$ cat config.mk
export PLATFORM = sky130hd
export DESIGN_NAME = rti_classify
export DESIGN_NICKNAME = d
export VERILOG_FILES = /design/src/hw/rtl/rti_pkg.sv /design/src/hw/rtl/rti_classify.sv
export SDC_FILE = /design/constraint.sdc
export NUM_CORES = 1
export LEC_CHECK = 0
export CORE_ASPECT_RATIO = 1.75
export CORE_MARGIN = 5
export CORE_UTILIZATION = 32
export CTS_BUF_LIST = sky130_fd_sc_hd__clkbuf_4
export CTS_CLUSTER_DIAMETER = 120
export DETAILED_ROUTE_END_ITERATION = 16
export DONT_BUFFER_PORTS = 1
export PLACE_DENSITY_LB_ADDON = 0.2
export SYNTH_ARGS = -nofsm -noshare
export SYNTH_HDL_FRONTEND = slang
export SYNTH_SLANG_ARGS = --single-unit
$ cat constraint.sdc
create_clock -name clk_i -period 4.6 [get_ports clk_i]
set_clock_uncertainty 0.15 [all_clocks]
set_input_delay 0.69 -clock clk_i [delete_from_list [all_inputs] [get_ports clk_i]]
set_output_delay 0.69 -clock clk_i [all_outputs]
set_load 0.01 [all_outputs]
$ cat src/hw/rtl/rti_pkg.sv
package rti_pkg;

  localparam int unsigned DetW  = 53;
  localparam int unsigned TnW   = 54;
  localparam int unsigned DivStages = 16;
  localparam int unsigned DivSteps  = 2;

  localparam logic [1:0] CFG_VERTEX_ONE   = 2'd0;
  localparam logic [1:0] CFG_VERTEX_TWO   = 2'd1;
  localparam logic [1:0] CFG_VERTEX_THREE = 2'd2;
  localparam logic [1:0] CFG_DET_EPSILON  = 2'd3;

  localparam logic [2:0] RSN_HIT      = 3'd0;
  localparam logic [2:0] RSN_PARALLEL = 3'd1;
  localparam logic [2:0] RSN_U_OUT    = 3'd2;
  localparam logic [2:0] RSN_V_OUT    = 3'd3;
  localparam logic [2:0] RSN_T_OUT    = 3'd4;

  typedef struct packed {
    logic signed [15:0] origin_x;
    logic signed [15:0] origin_y;
    logic signed [15:0] origin_z;
    logic signed [15:0] dir_x;
    logic signed [15:0] dir_y;
    logic signed [15:0] dir_z;
    logic [31:0]        best_t;
  } rti_in_t;

  typedef struct packed {
    logic        hit;
    logic [31:0] new_t;
    logic [2:0]  reject_reason;
  } rti_out_t;

  // Dot products handed from the geometry pipe to the classifier.
  typedef struct packed {
    logic signed [DetW-1:0] det;
    logic signed [DetW-1:0] un;
    logic signed [DetW-1:0] vn;
    logic signed [TnW-1:0]  tn;
    logic [31:0]            best;
  } rti_dot_t;

  // State of one quotient in flight through the divider.
  typedef struct packed {
    logic [2:0]      reason;
    logic            sat;
    logic [31:0]     best;
    logic [DetW-1:0] rem;
    logic [DetW-1:0] den;
    logic [31:0]     quo;
  } rti_div_t;

endpackage

$ cat src/hw/rtl/rti_classify.sv
module rti_classify import rti_pkg::*; (
  input  logic        clk_i,
  input  logic        rst_ni,
  input  logic [15:0] det_epsilon_i,
  input  logic        valid_i,
  output logic        stall_o,
  input  rti_dot_t    data_i,
  output logic        valid_o,
  input  logic        stall_i,
  output rti_div_t    data_o
);

  logic               v_q, adv;
  rti_div_t           div_q, div_d;
  logic [DetW-1:0]    mag;
  logic signed [54:0] unf, vnf, tnf, uv;
  logic               neg;

  // The sign of det is folded into the numerators so all tests are exact.
  always_comb begin
    neg  = data_i.det < 0;
    mag  = neg ? DetW'(-data_i.det) : DetW'(data_i.det);
    unf  = neg ? -55'(data_i.un) : 55'(data_i.un);
    vnf  = neg ? -55'(data_i.vn) : 55'(data_i.vn);
    tnf  = neg ? -55'(data_i.tn) : 55'(data_i.tn);
    uv   = unf + vnf;

    div_d.best = data_i.best;
    div_d.den  = mag;
    div_d.rem  = DetW'(tnf[54:16]);
    div_d.quo  = {tnf[15:0], 16'b0};
    div_d.sat  = {14'b0, tnf} >= {mag, 16'b0};
    priority if (data_i.det == 0 || mag < DetW'(det_epsilon_i)) begin
      div_d.reason = RSN_PARALLEL;
    end else if (unf < 0 || unf > 55'(mag)) begin
      div_d.reason = RSN_U_OUT;
    end else if (vnf < 0 || uv > 55'(mag)) begin
      div_d.reason = RSN_V_OUT;
    end else if (tnf < 0) begin
      div_d.reason = RSN_T_OUT;
    end else begin
      div_d.reason = RSN_HIT;
    end
  end

  assign adv     = !v_q || !stall_i;
  assign stall_o = !adv;
  assign valid_o = v_q;
  assign data_o  = div_q;

  always_ff @(posedge clk_i or negedge rst_ni) begin
    if (!rst_ni) begin
      v_q <= 1'b0;
    end else if (adv) begin
      v_q <= valid_i;
    end
  end

  always_ff @(posedge clk_i) begin
    if (adv) div_q <= div_d;
  end

endmodule

### Yosys cells after proc, flatten, opt, wreduce, memory -nomap -nowiden

Index checks and enable logic that the tools add are counted.

| storage, ports and cells | value |
|---|---|
| output and inout port bits | 176 |
| logic and storage cells | 37 |
| input bits | 265 |
| bits in registers | 145 |

| cells by class | value |
|---|---|
| reductions and logical operators | 9 |
| add/subtract/negate cells | 5 |
| order comparisons | 8 |
| muxes and demuxes | 7 |

Operators with widths:

| kind | count |
|---|---|
| less-than comparator 55 x 1 -> 1 bit, second input constant | 3 |
| two-way mux 55 bit | 3 |
| greater-than comparator 55 x 53 -> 1 bit | 2 |
| negator 53 -> 55 bit | 2 |
| >= comparator 55 x 69 -> 1 bit | 1 |
| adder 55 bit | 1 |
| negator 54 -> 55 bit | 1 |
| zero test 53 bit | 1 |
| less-than comparator 53 x 1 -> 1 bit, second input constant | 1 |
| less-than comparator 53 x 16 -> 1 bit | 1 |
| two-way mux 53 bit | 1 |
| negator 53 bit | 1 |
| logical OR 1 bit | 4 |
| two-way mux 2 bit | 2 |
| zero test 1 bit | 3 |
| two-way mux 3 bit | 1 |
| OR reduction 3 bit | 1 |

### Depth between registers and ports, before layout

Gate-level depths: netlist of the first run.

| depth | value |
|---|---|
| word-level depth | 7 |
| mapped depth | 32 |
| gate-level depth less buffers | 31 |

### Worst setup path before layout of the first run

Ideal clock, no wire load.

| timing path | value |
|---|---|
| path kind | input -> register |
| from | in data_i[244] (netlist name) |
| to | reg div_q, in the netlist data_o[171] (data pin) |
| arrival | 7440 ps |
| library setup time | 273 ps |
| required time | 4177 ps |
| setup slack | -3263 ps |
| buffers on the path | 8 |
| cell stages on the path | 30 |
| cells stage by stage | clkbuf_1 -> buf_1 -> clkbuf_1 -> clkbuf_1 -> buf_1 -> clkbuf_1 -> clkbuf_1 -> o31ai_1 -> xnor2_1 -> ha_1 -> clkbuf_1 -> nand3_1 -> or3_1 -> or4_1 -> a2bb2oi_1 -> a2111oi_0 -> o2111ai_1 -> a211oi_1 -> or3_1 -> o2111ai_1 -> ha_1 -> nand2_1 -> nor4_1 -> and3_1 -> nand2_1 -> o21ai_0 -> nor3b_1 -> o21ai_0 -> a2111oi_0 -> a211oi_1 |

| between the ends | value |
|---|---|
| cells in the longest elaborated chain, start to end | 7 |
| elaborated cells on any way between the ends | 17 |
| classes of those cells | 2 x add/sub; 6 x order compare; 5 x mux; 4 x reduce/logical |

RTL lines:

| what | RTL line | text |
|---|---|---|
| start: declaration | rti_classify.sv:7 | `input rti_dot_t data_i,` |
| less-than comparator 53 x 1 -> 1 bit | rti_classify.sv:21 | `neg = data_i.det < 0;` |
| two-way mux 55 bit (on tied branches) | rti_classify.sv:23, rti_classify.sv:24 |  |
| adder 55 bit | rti_classify.sv:26 | `uv = unf + vnf;` |
| greater-than comparator 55 x 53 -> 1 bit | rti_classify.sv:37 | `end else if (vnf < 0 \|\| uv > 55'(mag)) begin` |
| logical OR 1 bit | rti_classify.sv:37 |  |
| two-way mux 2 bit | rti_classify.sv:37 |  |
| two-way mux 2 bit | rti_classify.sv:35 | `end else if (unf < 0 \|\| unf > 55'(mag)) begin` |
| end signal: assignment | rti_classify.sv:60 | `if (adv) div_q <= div_d;` |
| end: declaration | rti_classify.sv:14 | `rti_div_t div_q, div_d;` |

Parallel ways exist; a longest one is shown, timed or not.
A chain may end at the register's enable or synchronous reset.

### Worst setup path after layout of the first run

| timing path | value |
|---|---|
| from | in data_i[148] (netlist name) |
| to | reg div_q, in the netlist data_o[172] (data pin) |

| between the ends | value |
|---|---|
| cells in the longest elaborated chain, start to end | 7 |
| elaborated cells on any way between the ends | 10 |
| classes of those cells | 2 x add/sub; 3 x order compare; 3 x mux; 2 x reduce/logical |

RTL lines:

| what | RTL line | text |
|---|---|---|
| negator 53 -> 55 bit | rti_classify.sv:23 | `unf = neg ? -55'(data_i.un) : 55'(data_i.un);` |
| two-way mux 55 bit (*) | rti_classify.sv:23 |  |
| adder 55 bit | rti_classify.sv:26 |  |
| greater-than comparator 55 x 53 -> 1 bit | rti_classify.sv:37 |  |
| logical OR 1 bit | rti_classify.sv:37 |  |
| two-way mux 2 bit | rti_classify.sv:37 |  |
| two-way mux 2 bit (*) | rti_classify.sv:35 |  |

Every way passes the cells marked *; elsewhere a longest branch is shown, timed or not.

==> run_results.csv, run 1 <==
group,metric,value,unit
status,status,"finished with violations",
status,violations,"setup timing",
layout,synthToLayoutAreaGrowth,34.81,%
floorplanning,ios,441,
logic_synthesis,synthArstFlopShare,0.6897,%
route,vias,15890,
logic_synthesis,synthFlopType,"edfxtp_1",
grt,grt.overflow.total,0,
logic_synthesis,syn_area,15920,µm²
clocking,cts_sinks,145,
worst_setup_path,cp_max_fo,5,
layout,fin_cells,2933,
floorplanning,die_h,305.1,µm
layout,layout_commonest_cell,"buf_4",
floorplanning,core-area,49460,µm²
route,drtAntennaViolNets,0,
route,routedWlPerCell,23.94,µm
grt,grt_pass1_vias,16410,
timing,slew_headroom,42.61,%
clocking,clk_path_buf_depth,2,
layout,fillers,4948,
timing,finalCriticalPeriod,6.576,ns
floorplanning,die_x,178.6,µm
clocking,clk_pin_slew,0.17,ns
worst_setup_path,crit_start,"data_i[148]",
layout,fin_util,43.40,%
timing,fmax,152.1,MHz
timing,fin_worst_hold_slack,0.1349,ns
clocking,numCtsBuffers,17,
logic_synthesis,ys_seq_area_share,27.31,%
clocking,h-tree-depth,4,
logic_synthesis,synth.distinct_cells,76,
grt,grt_pass1_wl,99.94,mm
worst_setup_path,crit_type,"input port to register",
placement,dp_hpwl,60.08,mm
timing,setup-tns-final,-6.163,ns
timing,tightest_slew,0.8609,ns
timing,finalSetupViolations,4,
route,via_per_inst,5.419,
pwr,leakagePower,9.222,nW
placement,io_buffers,0,
timing,finalHoldViolations,0,
pwr,vdd_drop_max,140.6,µV
layout,nets,2743,
worst_setup_path,end_kind,"register",
run,cap_violations,0,
worst_setup_path,path_common_cell,"buf_4",
clocking,cts_tree,"yes",
logic_synthesis,syn-mean-instance-area,9.068,µm²
logic_synthesis,yosys_warnings,0,
route,dr.pass1.iters,6,
layout,drive_gt1_share,28.87,%
route,drt-total-wl,70.21,mm
clocking,root_buffer,"clkbuf_4",
worst_setup_path,cp.required,4.83,ns
pwr,p_per_area,279.8,nW/µm²
logic_synthesis,synth_cells,1756,
floorplanning,num_rows,108,
floorplanning,dieArea,54500,µm²
logic_synthesis,ys_ff_latch,145,
worst_setup_path,cpLargestDelayFamily,"simple AND/OR/NAND/NOR gates",
grt,antenna_found_initial,1,
timing,setup_ws,-1.976,ns
timing,rsz0062_at_grt,"true",
grt,grt_start_max_net_pins,220,
worst_hold_path,hp-class,"input port to async pin",
placement,post-place-cells,2838,
layout,seqCellArea,4349,µm²
placement,gp_congestion,0.9700,
grt,grt_usage,24.52,%
layout,mostFrequentLayoutCells,"489 x buf_4, 217 x ha_1, 207 x xnor2_1",
floorplanning,start_util,32.19,%
route,drcViolationCount,0,
logic_synthesis,synth-edff-count,144,
route,drt_iter0_markers,856,
clocking,clk_latency,0.58,ns
timing,finalCritPeriodShare,143.0,%
worst_setup_path,cpPeakStageDelay,0.52,ns
worst_setup_path,slowest_stage,"or4_4",
worst_setup_path,crit_arrival,6.81,ns
worst_setup_path,start_kind,"input port",
layout,multiInputGateArea,11550,µm²
worst_setup_path,worstPathBufferInverterCount,15,
pwr,fin_total_pwr,6.007,mW
timing,drv_slew,0,
worst_setup_path,reg2reg_from,"valid_o",
[what timing repair did]
item,CTS,global route
hold buffers,16,20
setup endpoints to repair,4,4
gates resized for setup,61,42
pin swaps,40,17
gates cloned,0,0
endpoints found under the hold margin,16,20
buffers inserted,20,7
[sequential cells by signal, summed over array words and instances (netlist names)]
| name | cells |
|---|---|
| data_o | 144 |
| valid_o | 1 |
[per-layer routing]
metal	routed length [µm]	up-vias	global-route usage, %
met2	37680	585	47.31
met3	5286	177	7.366
met1	22350	7576	21.72
met4	4891	0	14.28
met5	0	-	0
li1	-	7555	-
[power by group]
part | switching [mW] | internal [mW] | total, mW
clock network | 0.567 | 0.349 | 0.917
logic | 1.70 | 1.62 | 3.32
registers | 0.146 | 1.62 | 1.77
total | 2.42 | 3.59 | 6.01
[layout make-up]
type	instances	share of cell area (%)
Multi-Input combinational cell	1470	53.82
Sequential cell	145	20.26
Timing Repair Buffer	527	18.93
Tap cell	660	3.847
Inverter	98	1.714
Clock inverter	14	0.7927
Clock buffer	18	0.6295
Antenna cell	1	0.01166
[Yosys cell counts (29+ instances only)]
library cell / number / area share [%]
ha_1: 218 / 17
xnor2_1: 215 / 12
edfxtp_1: 144 / 27
nand2_1: 137 / 3.2
o21ai_0: 101 / 3.2
inv_1: 98 / 2.3
a21oi_1: 96 / 3.0
nor2_1: 69 / 1.6
a21o_1: 67 / 3.2
o31ai_1: 54 / 2.5
or3_1: 45 / 1.8
nand4_1: 42 / 1.7
o41ai_1: 40 / 2.2
xor2_1: 37 / 2.0
clkbuf_1: 34 / 0.80
buf_4: 30 / 1.4
nand3_1: 29 / 0.91
[path summary, 6_finish.rpt]
| path | slack [ns] | cells past startpoint | endpoint |
|---|---|---|---|
| min in group clk_i | 0.17 | 1 | data_o[18] |
| max reg2reg | 2.25 | 2 | data_o[173] |
| min | 0.13 | 1 | valid_o |
| min reg2reg | 1.13 | 2 | valid_o |
| max in group asynchronous | 4.07 | 1 | valid_o |
| max | -1.98 | 34 | data_o[172] |
[through the flow]
step,setup slack (ns),instance area (µm²)
6_report,-1.976,21470
5_1_grt,-2.195,21470
4_1_cts,-1.981,21020
3_5_place_dp,-2.960,20090
3_3_place_gp,-2.916,20090
2_1_floorplan,-2.401,16170
[cell families after synthesis]
logic type / after synthesis / synth area share [%]
other: 1 / 0.02355
buffers and inverters: 170 / 4.825
DFF: 145 / 27.31
muxes: 2 / 0.1336
adders and majority gates: 219 / 17.26
AOI/OAI and AO/OA: 474 / 20.14
and+or+nand+nor: 493 / 16.45
xor gates and xnor gates: 252 / 13.86
(Power assumes the default switching activity.)
==> run 2, diff against run 1 <==
--- a/config.mk
+++ b/config.mk
@@ -17,2 +17,3 @@
 export SYNTH_HDL_FRONTEND = slang
 export SYNTH_SLANG_ARGS = --single-unit
+export TNS_END_PERCENT = 30
--- a/constraint.sdc
+++ b/constraint.sdc
@@ -3,3 +3,3 @@
 set_input_delay 0.69 -clock clk_i [delete_from_list [all_inputs] [get_ports clk_i]]
 set_output_delay 0.69 -clock clk_i [all_outputs]
-set_load 0.01 [all_outputs]
+set_load 0.02 [all_outputs]
==> run 2 against run 1 <==
  * The flow still finishes with violations (setup timing)
  * Clock-buffer cell count unchanged
  * Maximum frequency down 4.4%
  * Register-to-register slack better by 0.05 ns
  * Clock power down 5.1%
  * Wire length down 0.64%
  * Flip-flop and latch count unchanged
  * Sequential share of layout area up 0.52 points
  * Non-clock buffer count down 25
  * Critical path depth down 3
  * Combinational power about the same
==> run_results.csv, run 2 (same netlist as run 1, synthesis figures left out) <==
group,metric,value,unit
grt,antenna_found_initial,1,
clocking,cts_sinks,145,
grt,grt_usage,24.46,%
grt,grt_use_met2,48.97,%
worst_hold_path,hp-class,"input port to register",
clocking,clk_path_buf_depth,2,
pwr,vdd_drop_max,174.8,µV
route,vias,15520,
route,drt_iter0_markers,624,
status,violations,"setup timing",
pwr,fin_total_pwr,6.035,mW
floorplanning,dieArea,54500,µm²
grt,met3_usage,7.031,%
timing,fmax,145.3,MHz
clocking,h-tree-depth,4,
placement,post-place-cells,2838,
timing,finalCritPeriodShare,149.6,%
timing,finalCriticalPeriod,6.882,ns
timing,setup-tns-final,-7.212,ns
route,drcViolationCount,0,
layout,synthToLayoutAreaGrowth,31.45,%
timing,rsz0062_at_grt,"true",
layout,largest_reg_flops,144,
worst_setup_path,start_kind,"input port",
clocking,root_buffer,"clkbuf_4",
status,status,"finished with violations",
clocking,clk_pin_slew,0.14,ns
grt,gr-max-usage-layer,"met2",
floorplanning,core-area,49460,µm²
grt,grt_start_max_net_pins,220,
floorplanning,num_rows,108,
timing,finalHoldViolations,0,
clocking,numCtsBuffers,17,
worst_setup_path,cp_max_fo,5,
worst_setup_path,cp.required,4.80,ns
grt,grtUsageMet1,21.69,%
timing,fin_worst_hold_slack,0.04307,ns
route,drtAntennaViolNets,0,
placement,io_buffers,0,
worst_setup_path,cpPeakStageDelay,0.52,ns
timing,tightest_slew,0.9674,ns
floorplanning,ios,441,
route,via_per_inst,5.338,
run,cap_violations,0,
timing,finalSetupViolations,4,
route,drt-total-wl,69.76,mm
clocking,clk_latency,0.59,ns
floorplanning,die_x,178.6,µm
grt,grt_pass1_vias,16300,
clocking,cts_tree,"yes",
placement,gp_congestion,0.9576,
floorplanning,start_util,32.19,%
worst_setup_path,crit_type,"input port to register",
route,dr.pass1.iters,7,
layout,mostFrequentLayoutCells,"470 x buf_4, 218 x ha_1, 210 x xnor2_1",
layout,nets,2718,
timing,setup_ws,-2.282,ns
pwr,p_per_area,288.3,nW/µm²
layout,layout_commonest_cell,"buf_4",
timing,drv_slew,0,
pwr,leakagePower,9.014,nW
placement,dp_hpwl,60.45,mm
worst_setup_path,slowest_stage,"or4_4",
grt,grt_pass1_wl,99.27,mm
floorplanning,die_h,305.1,µm
layout,fin_util,42.32,%
layout,fin_cells,2908,
worst_setup_path,crit_arrival,7.08,ns
layout,drive_gt1_share,26.03,%
timing,slew_headroom,35.51,%
grt,grt.overflow.total,0,
route,routedWlPerCell,23.99,µm
worst_setup_path,end_kind,"register",
-- run 2: changes by cell type in the layout (fill, tap and decap cells not counted), moves of 5 or more --
cell	previous run	this run
buf_4	489	470
a21oi_2	13	3
o31ai_1	45	52
nor4_1	15	20
o31ai_2	13	6
dlygate4sd3_1	36	30
or3_1	34	42
a21oi_1	83	93
o21ai_0	87	94
or3_4	11	3
-- run 2: critical path, delay by kind of cell --
kind | cells | cell delay, ns
XOR/XNOR | 2 | 0.22
AO/OA/AOI/OAI | 12 | 1.91
adder cells (fa/ha/maj) | 2 | 0.59
AND/OR/NAND/NOR | 12 | 3.13
buffers and inverters | 3 | 0.56
-- run 2: area by class of cell --
class                   instances  area [µm²]
repair buffers                502        3860
clock inverters                14       151.4
well taps                     660       825.8
fillers                      4962       28530
inverters                      98       367.9
multi-input cells            1470       11240
diodes                          1       2.502
clock buffers                  18       135.1
flip-flops and latches        145        4349
-- run 2: through the flow --
stage / area [µm²] / worst slack (ns)
6_report: 20930 / -2.282
3_3_place_gp: 20060 / -2.920
4_1_cts: 20710 / -2.219
2_1_floorplan: 16150 / -2.401
5_1_grt: 20930 / -2.552
3_5_place_dp: 20060 / -3.013
-- run 2: path summary, 6_finish.rpt --
path | start | to | slack, ns | depth (start not counted)
worst max-delay path | data_i[148] | data_o[172] | -2.28 | 31
min in group asynchronous | rst_ni | valid_o | 0.13 | 1
worst min-delay path | data_i[17] | data_o[155] | 0.04 | 0
worst max register to register | valid_o | data_o[117] | 2.30 | 2
worst min register to register | valid_o | data_o[143] | 1.25 | 1
max in group asynchronous | rst_ni | valid_o | 4.07 | 1
-- run 2: per-layer routing --
layer	share of wire (%)	up-vias	routed length [µm]
li1	-	7510	-
met1	32	7352	22050
met2	56	533	38800
met3	7.5	127	5253
met4	5.2	0	3649
met5	0	-	0
-- run 2: repair_timing --
action | CTS | global route
pin swaps | 18 | 13
endpoints found under the setup margin | 4 | 4
buffers inserted | 5 | 2
resized for setup | 29 | 13
hold buffers | 17 | 13
hold endpoints to repair | 17 | 13
-- run 2: report_power, final --
part	switching (mW)	leakage, nW	internal (mW)	total, mW
clock	0.576	0.143	0.294	0.870
combinational	1.72	7.41	1.59	3.30
sequential	0.238	1.46	1.62	1.86
total	2.53	9.01	3.51	6.04
